--- src/rtl/btl_pkg.sv ---
// Shared types and constants of the BASIC token lexer.
// Depends on nothing; imported by every lexer module.
`default_nettype none

package btl_pkg;

    localparam int QUEUE_DEPTH = 4;

    localparam logic [7:0] CH_END   = 8'h00;
    localparam logic [7:0] CH_DOT   = 8'h2E;
    localparam logic [7:0] CH_DOLLAR = 8'h24;
    localparam logic [7:0] CH_QUOTE = 8'h22;
    localparam logic [7:0] CH_LT    = 8'h3C;
    localparam logic [7:0] CH_GT    = 8'h3E;
    localparam logic [7:0] CH_EQ    = 8'h3D;

    typedef enum logic [2:0] {
        KIND_NUMBER = 3'd0,
        KIND_IDENT  = 3'd1,
        KIND_STRING = 3'd2,
        KIND_OPER   = 3'd3,
        KIND_END    = 3'd4
    } tok_kind_t;

    typedef enum logic [2:0] {
        MODE_IDLE   = 3'd0,
        MODE_NUMBER = 3'd1,
        MODE_IDENT  = 3'd2,
        MODE_STRING = 3'd3,
        MODE_LT     = 3'd4,
        MODE_GT     = 3'd5
    } lex_mode_t;

    // one reported character
    typedef struct packed {
        logic [7:0] ch;
        tok_kind_t  kind;
        logic       value;
        logic       first;
        logic       last;
    } beat_t;

    // everything one request causes: the held character and/or an end token
    typedef struct packed {
        logic  held_ok;
        logic  end_ok;
        beat_t held;
    } entry_t;

    typedef struct packed {
        logic empty;
        logic full;
    } queue_stat_t;

endpackage

`default_nettype wire

--- src/rtl/btl_front.sv ---
// Front end: accepts source bytes, runs the one-character lookahead lexer
// and pushes the results of each request into the queue. Uses btl_pkg.
`default_nettype none

module btl_front (
    input  wire                 clk,
    input  wire                 rst_n,
    input  wire  [7:0]          text_byte,
    input  wire                 accept,
    output logic                push,
    output btl_pkg::entry_t     entry
);
    import btl_pkg::*;

    lex_mode_t  mode_reg, mode_next;
    logic       held_valid_reg, held_valid_next;
    beat_t      held_reg, held_next;

    logic       is_digit, is_alpha, is_space, cont, val;
    lex_mode_t  cont_mode;

    always_comb
    begin
        is_digit = (text_byte >= 8'h30) && (text_byte <= 8'h39);
        is_alpha = ((text_byte >= 8'h41) && (text_byte <= 8'h5A)) ||
                   ((text_byte >= 8'h61) && (text_byte <= 8'h7A));
        is_space = text_byte inside {8'h20, [8'h09:8'h0D]};

        cont      = 1'b0;
        cont_mode = MODE_IDLE;
        val       = 1'b1;
        case (mode_reg)
            MODE_NUMBER:
            begin
                if (is_digit || text_byte == CH_DOT)
                begin
                    cont      = 1'b1;
                    cont_mode = MODE_NUMBER;
                end
            end
            MODE_IDENT:
            begin
                if (is_alpha || is_digit)
                begin
                    cont      = 1'b1;
                    cont_mode = MODE_IDENT;
                end
                else if (text_byte == CH_DOLLAR)
                begin
                    cont = 1'b1;
                end
            end
            MODE_STRING:
            begin
                cont = 1'b1;
                if (text_byte == CH_QUOTE)
                    val = 1'b0;
                else
                    cont_mode = MODE_STRING;
            end
            MODE_LT:
            begin
                cont = (text_byte == CH_GT) || (text_byte == CH_EQ);
            end
            MODE_GT:
            begin
                cont = (text_byte == CH_EQ);
            end
            default:
            begin
                cont = 1'b0;
            end
        endcase

        entry.held_ok   = held_valid_reg;
        entry.end_ok    = (text_byte == CH_END);
        entry.held      = held_reg;
        entry.held.last = (text_byte == CH_END) || !cont;
        push = accept && (held_valid_reg || text_byte == CH_END);

        mode_next       = mode_reg;
        held_valid_next = held_valid_reg;
        held_next       = held_reg;
        if (accept)
        begin
            held_next.ch    = text_byte;
            held_next.last  = 1'b0;
            held_next.first = 1'b1;
            held_next.value = 1'b1;
            held_valid_next = 1'b1;
            if (text_byte == CH_END)
            begin
                mode_next       = MODE_IDLE;
                held_valid_next = 1'b0;
                held_next       = '0;
            end
            else if (cont && held_valid_reg)
            begin
                held_next.first = 1'b0;
                held_next.value = val;
                mode_next       = cont_mode;
            end
            else if (is_space)
            begin
                held_valid_next = 1'b0;
                held_next       = held_reg;
                mode_next       = MODE_IDLE;
            end
            else if (is_digit)
            begin
                held_next.kind = KIND_NUMBER;
                mode_next      = MODE_NUMBER;
            end
            else if (is_alpha)
            begin
                held_next.kind = KIND_IDENT;
                mode_next      = MODE_IDENT;
            end
            else if (text_byte == CH_QUOTE)
            begin
                held_next.kind  = KIND_STRING;
                held_next.value = 1'b0;
                mode_next       = MODE_STRING;
            end
            else
            begin
                held_next.kind = KIND_OPER;
                if (text_byte == CH_LT)
                    mode_next = MODE_LT;
                else if (text_byte == CH_GT)
                    mode_next = MODE_GT;
                else
                    mode_next = MODE_IDLE;
            end
        end
    end

    always_ff @(posedge clk or negedge rst_n)
    begin
        if (!rst_n)
        begin
            mode_reg       <= MODE_IDLE;
            held_valid_reg <= 1'b0;
            held_reg       <= '0;
        end
        else
        begin
            mode_reg       <= mode_next;
            held_valid_reg <= held_valid_next;
            held_reg       <= held_next;
        end
    end

endmodule

`default_nettype wire

--- src/rtl/btl_queue.sv ---
// Short queue of lexer results between front and back end.
// Uses btl_pkg for the entry and status types.
`default_nettype none

module btl_queue #(
    parameter int DEPTH = btl_pkg::QUEUE_DEPTH
) (
    input  wire                  clk,
    input  wire                  rst_n,
    input  wire                  push,
    input  btl_pkg::entry_t      push_entry,
    input  wire                  pop,
    output btl_pkg::entry_t      head,
    output btl_pkg::queue_stat_t stat
);
    import btl_pkg::*;

    localparam int PW = (DEPTH > 1) ? $clog2(DEPTH) : 1;
    localparam int CW = $clog2(DEPTH + 1);
    localparam logic [PW-1:0] PTR_LAST = PW'(DEPTH - 1);
    localparam logic [CW-1:0] CNT_FULL = CW'(DEPTH);

    entry_t         mem_reg [DEPTH];
    logic [PW-1:0]  wr_ptr_reg, wr_ptr_next;
    logic [PW-1:0]  rd_ptr_reg, rd_ptr_next;
    logic [CW-1:0]  count_reg, count_next;
    logic           do_push, do_pop;

    always_comb
    begin
        stat.empty = (count_reg == '0);
        stat.full  = (count_reg == CNT_FULL);
        head       = mem_reg[rd_ptr_reg];
        do_push    = push && !stat.full;
        do_pop     = pop && !stat.empty;

        wr_ptr_next = wr_ptr_reg;
        rd_ptr_next = rd_ptr_reg;
        if (do_push)
            wr_ptr_next = (wr_ptr_reg == PTR_LAST) ? '0 : wr_ptr_reg + 1'b1;
        if (do_pop)
            rd_ptr_next = (rd_ptr_reg == PTR_LAST) ? '0 : rd_ptr_reg + 1'b1;

        count_next = count_reg;
        if (do_push && !do_pop)
            count_next = count_reg + 1'b1;
        else if (do_pop && !do_push)
            count_next = count_reg - 1'b1;
    end

    always_ff @(posedge clk or negedge rst_n)
    begin
        if (!rst_n)
        begin
            wr_ptr_reg <= '0;
            rd_ptr_reg <= '0;
            count_reg  <= '0;
        end
        else
        begin
            wr_ptr_reg <= wr_ptr_next;
            rd_ptr_reg <= rd_ptr_next;
            count_reg  <= count_next;
        end
    end

    always_ff @(posedge clk)
    begin
        if (do_push)
            mem_reg[wr_ptr_reg] <= push_entry;
    end

endmodule

`default_nettype wire

--- src/rtl/btl_back.sv ---
// Back end: expands queue entries into one or two result beats and drives
// the registered output stream. Uses btl_pkg.
`default_nettype none

module btl_back (
    input  wire                  clk,
    input  wire                  rst_n,
    input  btl_pkg::entry_t      head,
    input  btl_pkg::queue_stat_t stat,
    output logic                 pop,
    input  wire                  out_ready,
    output logic                 out_valid,
    output btl_pkg::beat_t       out_beat,
    output logic                 out_last
);
    import btl_pkg::*;

    logic   valid_reg, valid_next;
    logic   phase_reg, phase_next;     // held character of head already sent
    beat_t  beat_reg, beat_next;
    logic   last_reg, last_next;
    logic   load;

    always_comb
    begin
        load       = !valid_reg || out_ready;
        valid_next = valid_reg;
        phase_next = phase_reg;
        beat_next  = beat_reg;
        last_next  = last_reg;
        pop        = 1'b0;

        if (load)
        begin
            valid_next = !stat.empty;
            if (!stat.empty)
            begin
                if (head.held_ok && !phase_reg)
                begin
                    beat_next = head.held;
                    last_next = !head.end_ok;
                    if (head.end_ok)
                        phase_next = 1'b1;
                    else
                        pop = 1'b1;
                end
                else
                begin
                    beat_next.ch    = CH_END;
                    beat_next.kind  = KIND_END;
                    beat_next.value = 1'b0;
                    beat_next.first = 1'b1;
                    beat_next.last  = 1'b1;
                    last_next       = 1'b1;
                    phase_next      = 1'b0;
                    pop             = 1'b1;
                end
            end
        end

        out_valid = valid_reg;
        out_beat  = beat_reg;
        out_last  = last_reg;
    end

    always_ff @(posedge clk or negedge rst_n)
    begin
        if (!rst_n)
        begin
            valid_reg <= 1'b0;
            phase_reg <= 1'b0;
        end
        else
        begin
            valid_reg <= valid_next;
            phase_reg <= phase_next;
        end
    end

    always_ff @(posedge clk)
    begin
        beat_reg <= beat_next;
        last_reg <= last_next;
    end

endmodule

`default_nettype wire

--- src/rtl/basic_token_lexer.sv ---
// Top level of the BASIC token lexer: front end, result queue, back end.
// Depends on btl_pkg, btl_front, btl_queue and btl_back.
//
// Usage:
//   s_axis carries one source byte per request; byte 0 ends the text.
//   m_axis carries one reported character per request, tagged with its
//   token kind and flags; tlast marks the final result caused by one byte.
//   Each byte but a blank outside a string is reported once the following
//   byte arrives; byte 0 flushes the held byte (if any) and then yields an end token.
//   A result is written into the queue when the byte that causes it is
//   taken and then moves through the output register to m_axis.
//   Throughput: one byte per cycle while the queue is not full; byte 0 with
//   a held byte yields two output beats, the queue absorbs the extra beat.
//   When m_axis stalls, the output register holds, the queue fills and
//   s_axis_tready drops once the queue is full.
//   Reset clears the lexer state, the queue and the output stage; the
//   block is idle with nothing held.
`default_nettype none

module basic_token_lexer #(
    parameter int QUEUE_DEPTH = btl_pkg::QUEUE_DEPTH
) (
    input  wire         clk,
    input  wire         rst_n,
    input  wire         s_axis_tvalid,
    output logic        s_axis_tready,
    input  wire  [7:0]  s_axis_tdata,   // [7:0] text_byte
    output logic        m_axis_tvalid,
    input  wire         m_axis_tready,
    output logic [15:0] m_axis_tdata,   // [7:0] char_out, [8] token_first, [9] token_last
    output logic [3:0]  m_axis_tuser,   // [2:0] token_kind, [3] is_value_char
    output logic        m_axis_tlast    // last_of_run
);
    import btl_pkg::*;

    logic         accept;
    logic         q_push, q_pop;
    entry_t       q_entry, q_head;
    queue_stat_t  q_stat;
    beat_t        m_beat;

    assign s_axis_tready = !q_stat.full;
    assign accept        = s_axis_tvalid && s_axis_tready;

    btl_front u_front (
        .clk       (clk),
        .rst_n     (rst_n),
        .text_byte (s_axis_tdata),
        .accept    (accept),
        .push      (q_push),
        .entry     (q_entry)
    );

    btl_queue #(
        .DEPTH (QUEUE_DEPTH)
    ) u_queue (
        .clk        (clk),
        .rst_n      (rst_n),
        .push       (q_push),
        .push_entry (q_entry),
        .pop        (q_pop),
        .head       (q_head),
        .stat       (q_stat)
    );

    btl_back u_back (
        .clk       (clk),
        .rst_n     (rst_n),
        .head      (q_head),
        .stat      (q_stat),
        .pop       (q_pop),
        .out_ready (m_axis_tready),
        .out_valid (m_axis_tvalid),
        .out_beat  (m_beat),
        .out_last  (m_axis_tlast)
    );

    assign m_axis_tdata = {6'b0, m_beat.last, m_beat.first, m_beat.ch};
    assign m_axis_tuser = {m_beat.value, m_beat.kind};

    a_end_beat: assert property (@(posedge clk) disable iff (!rst_n)
        (m_axis_tvalid && m_beat.kind == KIND_END) |->
            (m_axis_tlast && m_beat.first && m_beat.last && m_beat.ch == CH_END))
        else $error("end token beat malformed");

    a_pop_nonempty: assert property (@(posedge clk) disable iff (!rst_n)
        q_pop |-> !q_stat.empty)
        else $error("queue popped while empty");

    a_flush_closes: assert property (@(posedge clk) disable iff (!rst_n)
        (q_push && q_entry.end_ok && q_entry.held_ok) |-> q_entry.held.last)
        else $error("flushed character not closing its token");

endmodule

`default_nettype wire

--- config.mk ---
export PLATFORM = sky130hd
export DESIGN_NAME = basic_token_lexer
export DESIGN_NICKNAME = d
export VERILOG_FILES = /design/src/rtl/btl_pkg.sv /design/src/rtl/btl_front.sv /design/src/rtl/btl_queue.sv /design/src/rtl/btl_back.sv /design/src/rtl/basic_token_lexer.sv
export SDC_FILE = /design/constraint.sdc
export NUM_CORES = 1
export LEC_CHECK = 0
export ABC_AREA = 1
export BUFFER_PORTS_ARGS = -buffer_cell sky130_fd_sc_hd__buf_2
export CAP_MARGIN = 30
export CORE_MARGIN = 3
export CORE_UTILIZATION = 53
export CTS_BUF_LIST = sky130_fd_sc_hd__clkbuf_16
export DETAILED_ROUTE_END_ITERATION = 12
export MAX_ROUTING_LAYER = met4
export PLACE_DENSITY = 0.75
export SLEW_MARGIN = 0
export SYNTH_ARGS = -nofsm -noshare
export SYNTH_HDL_FRONTEND = slang
export SYNTH_SLANG_ARGS = --single-unit
--- constraint.sdc ---
create_clock -name clk -period 2.32 [get_ports clk]
set_input_delay 0.116 -clock clk [delete_from_list [all_inputs] [get_ports clk]]
set_output_delay 0.116 -clock clk [all_outputs]
set_load 0.01 [all_outputs]
==> results.yml, run 1 <==
final_layout:
  area_delta_synth_final_pct: 13.90
  antenna_cells: 0
  seqCellArea_um2: 2880
  largest_reg_flops: 60
  multi_input_area_um2: 1242
  drive_gt1_share_pct: 16.22
  num-nets-final: 464
  postLayoutCellArea_um2: 4912
  n_fill_cell: 622
route:
  ant_nets: 0
  wl_met2_um: 3848
  highest_layer: "met4"
  route.met3.wl_um: 416
  routedLengthMet1_um: 3488
  dr.first_iter.drc_count: 154
  vias: 2810
  wire_per_inst_um: 14.20
  routed_wl_um: 7840
  drc: 0
  dr.pass1.iters: 4
  vias_per_cell: 5.091
die:
  die-area_um2: 9256
  dieWidth_um: 96.21
  core_um2: 7807
  fp.dieH_um: 96.21
  ioPinCount: 35
  rows: 32
  initial_core_util_pct: 55.24
placement:
  gp_congestion: 0.8665
  io_buffers: 28
  dp_hpwl_um: 5292
  postPlaceCellArea_um2: 4598
critical_path:
  worst-path-buf-inv: 2
  critPathMaxFanout: 6
  start_kind: "register"
  r2r_cells: 9
  cp_common_cell: "nand2_1"
  reg2reg_to: "u_queue.count_reg[1]$_DFFE_PN0P_"
  cp_top_family: "adder cells"
  startpoint: "u_queue.rd_ptr_reg[0]$_DFFE_PN0P_"
  cp_slowest_cell: "dfrtp_2"
  r2r-start: "u_queue.rd_ptr_reg[0]$_DFFE_PN0P_"
  crit_arrival_ps: 2300
  cp.depth: 9
  critical_path.cell_chain: "buf_8 > a21oi_1 > a22oi_1 > nand2_1 > nand2_1 > ha_1 > inv_1 > fa_1 > mux2_2"
  path_class: "register to register"
  reg2reg_setup_slack_ps: 240
  crit_required_ps: 2540
  worstSetupEndpointType: "register"
  crit_path_end: "u_queue.count_reg[1]$_DFFE_PN0P_"
  slowest_delay_ps: 460
clock_network:
  cts_buffers: 9
  cts-root-buf: "clkbuf_16"
  clkTransAtPathRegs_ps: 70
  cts-htree-levels: 3
  insertion_delay_ps: 340
  clockBufferDepth: 2
  cts_tree: "yes"
  cts_sinks: 100
synthesis:
  synth-edff-count: 75
  synth_ff_type: "edfxtp_1"
  async_flop_share_pct: 25.00
  syn-cell-area_um2: 4313
  synthDistinctLibCells: 34
  synthCells: 403
  avgSynthCellArea_um2: 10.70
  synth-warning-count: 0
  ys_seq_area_share_pct: 66.72
  ys_ff_latch: 100
grt:
  antenna_found_initial: 0
  grt_pass1_vias: 2716
  grt_overflow: 0
  grt_usage_pct: 19.16
  grt_pass1_wl_um: 12920
  grt_max_degree: 27
timing:
  rsz0062_at_grt: "false"
  min_period_ps: 2084
  hold_viol_final: 0
  setup_viol: 0
  holdWs_ps: 53.04
  max_slew_margin_pct: 62.40
  fmax_ghz: 0.4798
  skew_ps: 11.16
  post-route-period-util_pct: 89.84
  drv_slew: 0
  setup-tns-final_ps: 0
  worstMarginPinSlew_ps: 564.1
worst_hold_path:
  hold_class: "primary input to register"
flow_run:
  max_cap_viol_count: 0
pwr:
  power_density_nw_per_um2: 1206
  p_leak_nw: 2.013
  ir_drop_mv: 0.4061
outcome:
  status: "complete, no violations"
==> how the worst min path moves through the flow <==
stage                          from                                 to  slack [ps]  cells after the start
floorplan                     rst_n       u_back.out_valid$_DFFE_PN0N_        -180                      0
global placement              rst_n    u_front.mode_reg[1]$_DFFE_PN0P_         140                      1
detailed placement            rst_n  u_queue.wr_ptr_reg[1]$_DFFE_PN0P_         150                      1
CTS                 s_axis_tdata[6]      u_front.entry[12]$_DFFE_PN0P_          50                      3
global route        s_axis_tdata[5]      u_front.entry[11]$_DFFE_PN0P_          70                      3
finish              s_axis_tdata[5]      u_front.entry[11]$_DFFE_PN0P_          50                      3
==> metal layers <==
| metal | vias up | global-route usage [%] |
|---|---|---|
| li1 | 1434 | - |
| met1 | 1298 | 25.01 |
| met5 | - | - |
| met3 | 9 | 4.066 |
| met4 | 0 | 5.924 |
| met2 | 69 | 30.25 |
==> synthesized netlist by cell type (4+ instances only) <==
master,count,share of area [%]
nor2_1,86,7.5
edfxtp_1,75,52
nand2_1,61,5.3
o21ai_0,35,4.1
inv_1,28,2.4
dfrtp_1,25,15
nand3_1,23,2.7
a21oi_1,17,2.0
buf_4,6,1.0
clkbuf_1,6,0.52
ha_1,6,1.7
nand4_1,4,0.58
==> report_power, final <==
| group | internal (W) | switching [W] |
|---|---|---|
| combinational | 0.000636 | 0.00108 |
| sequential | 0.00256 | 0.000280 |
| clock | 0.000732 | 0.000633 |
==> repair_timing <==
action,4_1_cts,5_1_grt
hold buffers,2,0
endpoints found under the setup margin,0,2
setup buffers,0,1
gates resized for setup,0,7
hold endpoints to repair,26,0
==> logic make-up (layout without fill, tap and decap cells) <==
logic type | count (synthesis) | in the layout | synth area share, %
DFF | 100 | 100 | 66.72
xor gates and xnor gates | 2 | 2 | 0.4062
other | 1 | 6 | 0.08695
and+or+nand+nor | 183 | 183 | 17.73
AOI/OAI and AO/OA | 61 | 61 | 7.630
muxes | 1 | 1 | 0.2611
buffers and inverters | 48 | 90 | 4.961
adders and majority gates | 7 | 7 | 2.205
==> cell usage in the layout (no fill, tap or decap), types with 3 or more instances in the layout <==
cell,instances
inv_2,3
nand3_1,23
inv_1,28
a21oi_1,17
edfxtp_1,75
nand2_1,61
o21ai_0,33
buf_2,28
conb_1,6
buf_4,13
o21ai_1,4
clkbuf_16,9
ha_1,6
dfrtp_1,23
nor2_1,85
nand4_1,4
==> worst register-to-register path, stage by stage (launching register included) <==
cell and delay [ps]:
dfrtp_2 460, buf_8 140, a21oi_1 130, a22oi_1 110, nand2_1 90, nand2_1 70, ha_1 190, inv_1 100
fa_1 420, mux2_2 260
==> layout make-up <==
class,count,area share (%)
Multi-Input combinational cell,260,25.29
Timing Repair Buffer,44,5.553
Clock buffer,9,4.585
Sequential cell,100,58.63
Inverter,30,2.292
Clock inverter,7,1.044
Tap cell,102,2.598
==> stage by stage <==
stage	utilization (%)	setup slack, ps	power, W	std cells
finish	62.92	235.6	0.005925	552
global route	62.92	14.12	0.006336	552
CTS	62.69	112.7	0.005925	551
detailed placement	58.89	119.2	0.004560	533
global placement	58.89	196.3	0.004460	533
floorplan	-	115.7	0.003962	408
No activity file was read; power rests on OpenSTA's default activity.
==> run 2, diff against run 1 <==
Settings changed: ABC_AREA 1 to unset, CORE_ASPECT_RATIO set to 2.
==> results.yml, run 2 <==
outcome:
  status: "complete, no violations"
clock_network:
  cts_sinks: 100
  cts_buffers: 9
  cts-htree-levels: 3
  clockBufferDepth: 2
  cts-root-buf: "clkbuf_16"
  cts_tree: "yes"
  clkTransAtPathRegs_ps: 70
  insertion_delay_ps: 340
placement:
  postPlaceCellArea_um2: 4816
  dp_hpwl_um: 5722
  io_buffers: 28
  place_ws_ps: 13.01
  gp_congestion: 0.9270
grt:
  grt_pass1_vias: 2606
  grt_pass1_wl_um: 13300
  grt_usage_pct: 19.70
  antenna_found_initial: 0
  grt_max_degree: 26
  grt_overflow: 0
route:
  vias: 2430
  ant_nets: 0
  wire_per_inst_um: 18.83
  dr.first_iter.drc_count: 193
  routed_wl_um: 8136
  drc: 0
  vias_per_cell: 5.625
  dr.pass1.iters: 4
critical_path:
  start_kind: "register"
  crit_required_ps: 2540
  slowest_delay_ps: 440
  crit_arrival_ps: 2460
  cp_top_family: "compound AO/OA/AOI/OAI gates"
  worst-path-buf-inv: 1
  cp_slowest_cell: "or3b_1"
  worstSetupEndpointType: "register"
  critPathMaxFanout: 9
  path_class: "register to register"
  critical_path.cell_chain: "or3b_1 > o41a_1 > o41ai_2 > o31ai_4 > a21oi_4 > buf_12 > mux2_4"
pwr:
  power_density_nw_per_um2: 1176
  power.total_w: 0.006032
  p_leak_nw: 1.959
  ir_drop_mv: 0.7101
flow_run:
  max_cap_viol_count: 0
timing:
  worstMarginPinSlew_ps: 582.7
  setup_viol: 0
  fmax_ghz: 0.4452
  rsz0062_at_grt: "false"
  skew_ps: 9.031
  min_period_ps: 2246
  post-route-period-util_pct: 96.82
  hold_viol_final: 0
  max_slew_margin_pct: 60.15
  holdWs_ps: 58.28
  setup_ws_ps: 73.83
  drv_slew: 0
synthesis:
  synth_common_cells: "edfxtp_1 (75), dfrtp_1 (25), mux4_2 (15)"
  synthCells: 273
  async_flop_share_pct: 25.00
  synthDistinctLibCells: 58
  synth-warning-count: 0
  yosysMostFrequentCell: "edfxtp_1"
  synth_ff_type: "edfxtp_1"
  avgSynthCellArea_um2: 15.92
  ys_seq_area_share_pct: 66.23
  synth_top_area_share_pct: 51.83
  synth-edff-count: 75
  syn-cell-area_um2: 4345
  yosys.area.top_type: "edfxtp_1"
  yosys-top-cells-area: "edfxtp_1 (52%), dfrtp_1 (14%), mux4_2 (7.8%)"
  ys_ff_latch: 100
final_layout:
  final_core_util_pct: 64.60
  n_fill_cell: 564
  antenna_cells: 0
  num-nets-final: 350
  final_common_cell: "edfxtp_1"
  area_delta_synth_final_pct: 18.08
  layout_common_cells: "edfxtp_1 (75), buf_2 (28), buf_4 (25)"
  postLayoutCellArea_um2: 5131
  largest_reg_flops: 60
  drive_gt1_share_pct: 36.31
die:
  dieWidth_um: 70.03
  ioPinCount: 35
  fp.dieH_um: 134.1
  core_um2: 7943
  initial_core_util_pct: 54.71
  rows: 46
  die-area_um2: 9387
worst_hold_path:
  hold_class: "primary input to register"
[run 2: cell count changes in the layout (fill, tap and decap cells not counted), moves of 11 or more]
cell	change
nor2_1	-79
nand2_1	-47
o21ai_0	-29
nand3_1	-19
mux4_2	+15
inv_1	-14
buf_4	+12
and3_1	+11
[run 2: what timing repair did]
action                     in CTS  in global routing
resized for setup               0                  1
hold buffers                    2                  0
setup buffers                   0                  2
setup endpoints to repair       0                  1
hold endpoints to repair       26                  0
[run 2: final cells by class]
type / count / area (um2) / area share [%]
flip-flops and latches: 100 / 2879 / 56.11
multi-input cells: 146 / 1353 / 26.36
repair buffers: 60 / 447.9 / 8.730
clock buffers: 9 / 225.2 / 4.389
well taps: 96 / 120.1 / 2.341
clock inverters: 7 / 53.80 / 1.049
inverters: 14 / 52.55 / 1.024
[run 2: where the power goes]
group | internal [W] | switching, W | total (W)
logic | 0.000953 | 0.000936 | 0.00189
registers | 0.00255 | 0.000228 | 0.00277
clock network | 0.000732 | 0.000637 | 0.00137
total | 0.00423 | 0.00180 | 0.00603
[run 2: final timing paths]
path	start	end	slack (ps)	depth (start not counted)
worst max-delay path	u_front.mode_reg[0]$_DFFE_PN0P_	u_front.entry[8]$_DFFE_PN0P_	70	7
worst min-delay path	s_axis_tdata[5]	u_front.entry[11]$_DFFE_PN0P_	60	2
worst max register to register	u_front.mode_reg[0]$_DFFE_PN0P_	u_front.entry[8]$_DFFE_PN0P_	70	7
worst min register to register	u_queue.count_reg[2]$_DFFE_PN0P_	u_queue.count_reg[2]$_DFFE_PN0P_	510	1
max in group asynchronous	rst_n	u_queue.rd_ptr_reg[0]$_DFFE_PN0P_	1570	2
min in group asynchronous	rst_n	u_back.out_valid$_DFFE_PN0N_	330	2
[run 2: kinds of logic (layout without fill, tap and decap cells)]
| logic type | after synthesis | after routing | share of synthesized area, % |
|---|---|---|---|
| and+or+nand+nor | 69 | 69 | 9.675 |
| muxes | 27 | 27 | 11.63 |
| xor gates and xnor gates | 3 | 3 | 0.6048 |
| adders and majority gates | 7 | 7 | 2.188 |
| AOI/OAI and AO/OA | 34 | 34 | 6.047 |
| buffers and inverters | 32 | 90 | 3.541 |
| DFF | 100 | 100 | 66.23 |
| other | 1 | 6 | 0.08630 |
[run 2: routing by layer]
metal | global-route usage [%] | part of all wire [%] | vias to the layer above
li1 | - | - | 1146
met1 | 19.98 | 36 | 1212
met2 | 34.67 | 58 | 56
met3 | 4.726 | 2.7 | 16
met4 | 10.13 | 3.1 | 0
met5 | - | 0 | -
[run 2: worst register-to-register path, stage by stage, from the launching register on]
cell and delay (ps):
dfrtp_1 380, or3b_1 440, o41a_1 430, o41ai_2 100, o31ai_4 140, a21oi_4 180, buf_12 160, mux2_4 300
[run 2: through the flow]
step | cells | TNS [ps]
global placement | 412 | 0
floorplan | 278 | -22.33
global route | 432 | 0
finish | 432 | 0
CTS | 430 | 0
detailed placement | 412 | 0
==> run 3, diff against run 2 <==
--- a/config.mk
+++ b/config.mk
@@ -10,9 +10,8 @@
 export CORE_ASPECT_RATIO = 2
 export CORE_MARGIN = 3
-export CORE_UTILIZATION = 53
+export CORE_UTILIZATION = 40
 export CTS_BUF_LIST = sky130_fd_sc_hd__clkbuf_16
 export DETAILED_ROUTE_END_ITERATION = 12
 export MAX_ROUTING_LAYER = met4
-export PLACE_DENSITY = 0.75
 export SLEW_MARGIN = 0
 export SYNTH_ARGS = -nofsm -noshare
==> constraint.sdc (replaced) <==
create_clock -name clk -period 2.32 [get_ports clk]
set_input_delay 0.348 -clock clk [delete_from_list [all_inputs] [get_ports clk]]
set_output_delay 0.348 -clock clk [all_outputs]
set_load 0.01 [all_outputs]
==> results.yml, run 3 (synthesis gave the netlist of run 2 again) <==
outcome:
  status: "complete, no violations"
grt:
  antenna_found_initial: 0
  grt_max_degree: 26
  grt_pass1_wl_um: 12760
  grt_pass1_vias: 2529
  grt_overflow: 0
  grt_usage_pct: 14.16
route:
  dr.pass1.iters: 4
  ant_nets: 0
  drc: 0
  wire_per_inst_um: 15.82
  routed_wl_um: 7530
  vias_per_cell: 5.008
  vias: 2384
  dr.first_iter.drc_count: 180
clock_network:
  cts-root-buf: "clkbuf_16"
  clkTransAtPathRegs_ps: 60
  clockBufferDepth: 2
  post_cts_buffers: 0
  insertion_delay_ps: 330
  cts_buffers: 9
  cts_sinks: 100
  cts-htree-levels: 3
  cts_tree: "yes"
timing:
  drv_slew: 0
  fmax_ghz: 0.4526
  setup_viol: 0
  rsz0062_at_grt: "false"
  holdWs_ps: 16.81
  skew_ps: 5.344
  max_slew_margin_pct: 61.63
  setup-tns-final_ps: 0
  post-route-period-util_pct: 95.24
  hold_viol_final: 0
  min_period_ps: 2210
  worstMarginPinSlew_ps: 561.1
flow_run:
  max_cap_viol_count: 0
critical_path:
  r2r_cells: 7
  reg2reg_to: "u_queue.count_reg[1]$_DFFE_PN0P_"
  critical_path.cell_chain: "mux4_2 > nand3_2 > nand2_1 > ha_2 > inv_2 > fa_2 > mux2_4"
  crit_arrival_ps: 2420
  critPathMaxFanout: 4
  worstSetupEndpointType: "register"
  r2r-start: "u_queue.rd_ptr_reg[0]$_DFFE_PN0P_"
  slowest_delay_ps: 530
  crit_required_ps: 2530
  cp_slowest_cell: "mux4_2"
  reg2reg_setup_slack_ps: 110
  path_class: "register to register"
  start_kind: "register"
pwr:
  power_density_nw_per_um2: 1152
  ir_drop_mv: 0.3981
  p_leak_nw: 1.998
final_layout:
  num-nets-final: 353
  postLayoutCellArea_um2: 5219
  area_delta_synth_final_pct: 20.10
  n_fill_cell: 887
  final_common_cell: "edfxtp_1"
  antenna_cells: 0
  largest_reg_flops: 60
  drive_gt1_share_pct: 38.64
  layout_common_cells: "edfxtp_1 (75), buf_4 (30), buf_2 (28)"
  final_core_util_pct: 49.50
placement:
  gp_congestion: 0.9099
  io_buffers: 28
  postPlaceCellArea_um2: 4928
  dp_hpwl_um: 5648
die:
  dieWidth_um: 79.70
  die-area_um2: 12230
  fp.dieH_um: 153.4
  core_um2: 10540
  rows: 53
  initial_core_util_pct: 41.21
  ioPinCount: 35
worst_hold_path:
  hold_class: "primary input to asynchronous set/reset pin"
## run 3: cell types whose count changed in the layout (fill, tap and decap cells not counted), moves of 2 or more
cell and delta:
and2_1 -4, and2_2 +4, clkinvlp_4 -3, dlygate4sd3_1 -2, clkinv_1 +2, buf_4 +5, clkinv_2 +2
## run 3: worst max-delay path: cells and delay by family (launching register included)
kind	cells	cell delay, ps
simple gates	2	210
mux	2	800
buf+inv	1	50
fa+ha+maj	2	620
flops	1	410
## run 3: worst max path at each step
stage                                      startpoint                          endpoint  slack (ps)  depth (start not counted)
finish              u_queue.rd_ptr_reg[0]$_DFFE_PN0P_  u_queue.count_reg[1]$_DFFE_PN0P_         110                          7
global route        u_queue.rd_ptr_reg[0]$_DFFE_PN0P_  u_queue.count_reg[1]$_DFFE_PN0P_          20                          7
CTS                 u_queue.rd_ptr_reg[0]$_DFFE_PN0P_  u_queue.count_reg[1]$_DFFE_PN0P_          40                          7
detailed placement                    s_axis_tdata[7]  u_queue.count_reg[2]$_DFFE_PN0P_        -200                         11
global placement                      s_axis_tdata[7]  u_queue.count_reg[2]$_DFFE_PN0P_        -160                         11
floorplan                             s_axis_tdata[0]  u_queue.count_reg[2]$_DFFE_PN0P_        -220                         11
## run 3: through the flow
| step | instances | power, W | setup slack [ps] |
|---|---|---|---|
| floorplan | 278 | 0.004006 | -217.8 |
| global placement | 460 | 0.004637 | -162.3 |
| detailed placement | 460 | 0.004700 | -199.5 |
| CTS | 476 | 0.006103 | 43.94 |
| global route | 476 | 0.006406 | 19.64 |
| finish | 476 | 0.006013 | 110.5 |
## run 3: timing repair
action	in CTS	in global routing
gates resized for setup	1	1
pin swaps	0	0
hold buffers	0	0
endpoints found under the setup margin	1	1
## run 3: report_power, final
group	switching (W)	total, W	internal, W
Sequential	0.000237	0.00278	0.00255
Clock	0.000573	0.00139	0.000819
Combinational	0.000871	0.00184	0.000966
Total	0.00168	0.00601	0.00433
## run 3: area by class of cell
cell class	instances	area (um2)	area share, %
multi-input cells	146	1366	26.18
repair buffers	63	465.4	8.919
well taps	137	171.4	3.285
clock inverters	7	58.81	1.127
inverters	14	52.55	1.007
clock buffers	9	225.2	4.316
flip-flops and latches	100	2879	55.17
## run 3: per-layer routing
layer | global-route usage (%) | wire (um) | vias to the layer above
li1 | - | - | 1146
met1 | 14.30 | 2756 | 1172
met2 | 25.49 | 4329 | 53
met3 | 2.653 | 226 | 13
met4 | 6.557 | 218 | 0
met5 | - | 0 | -
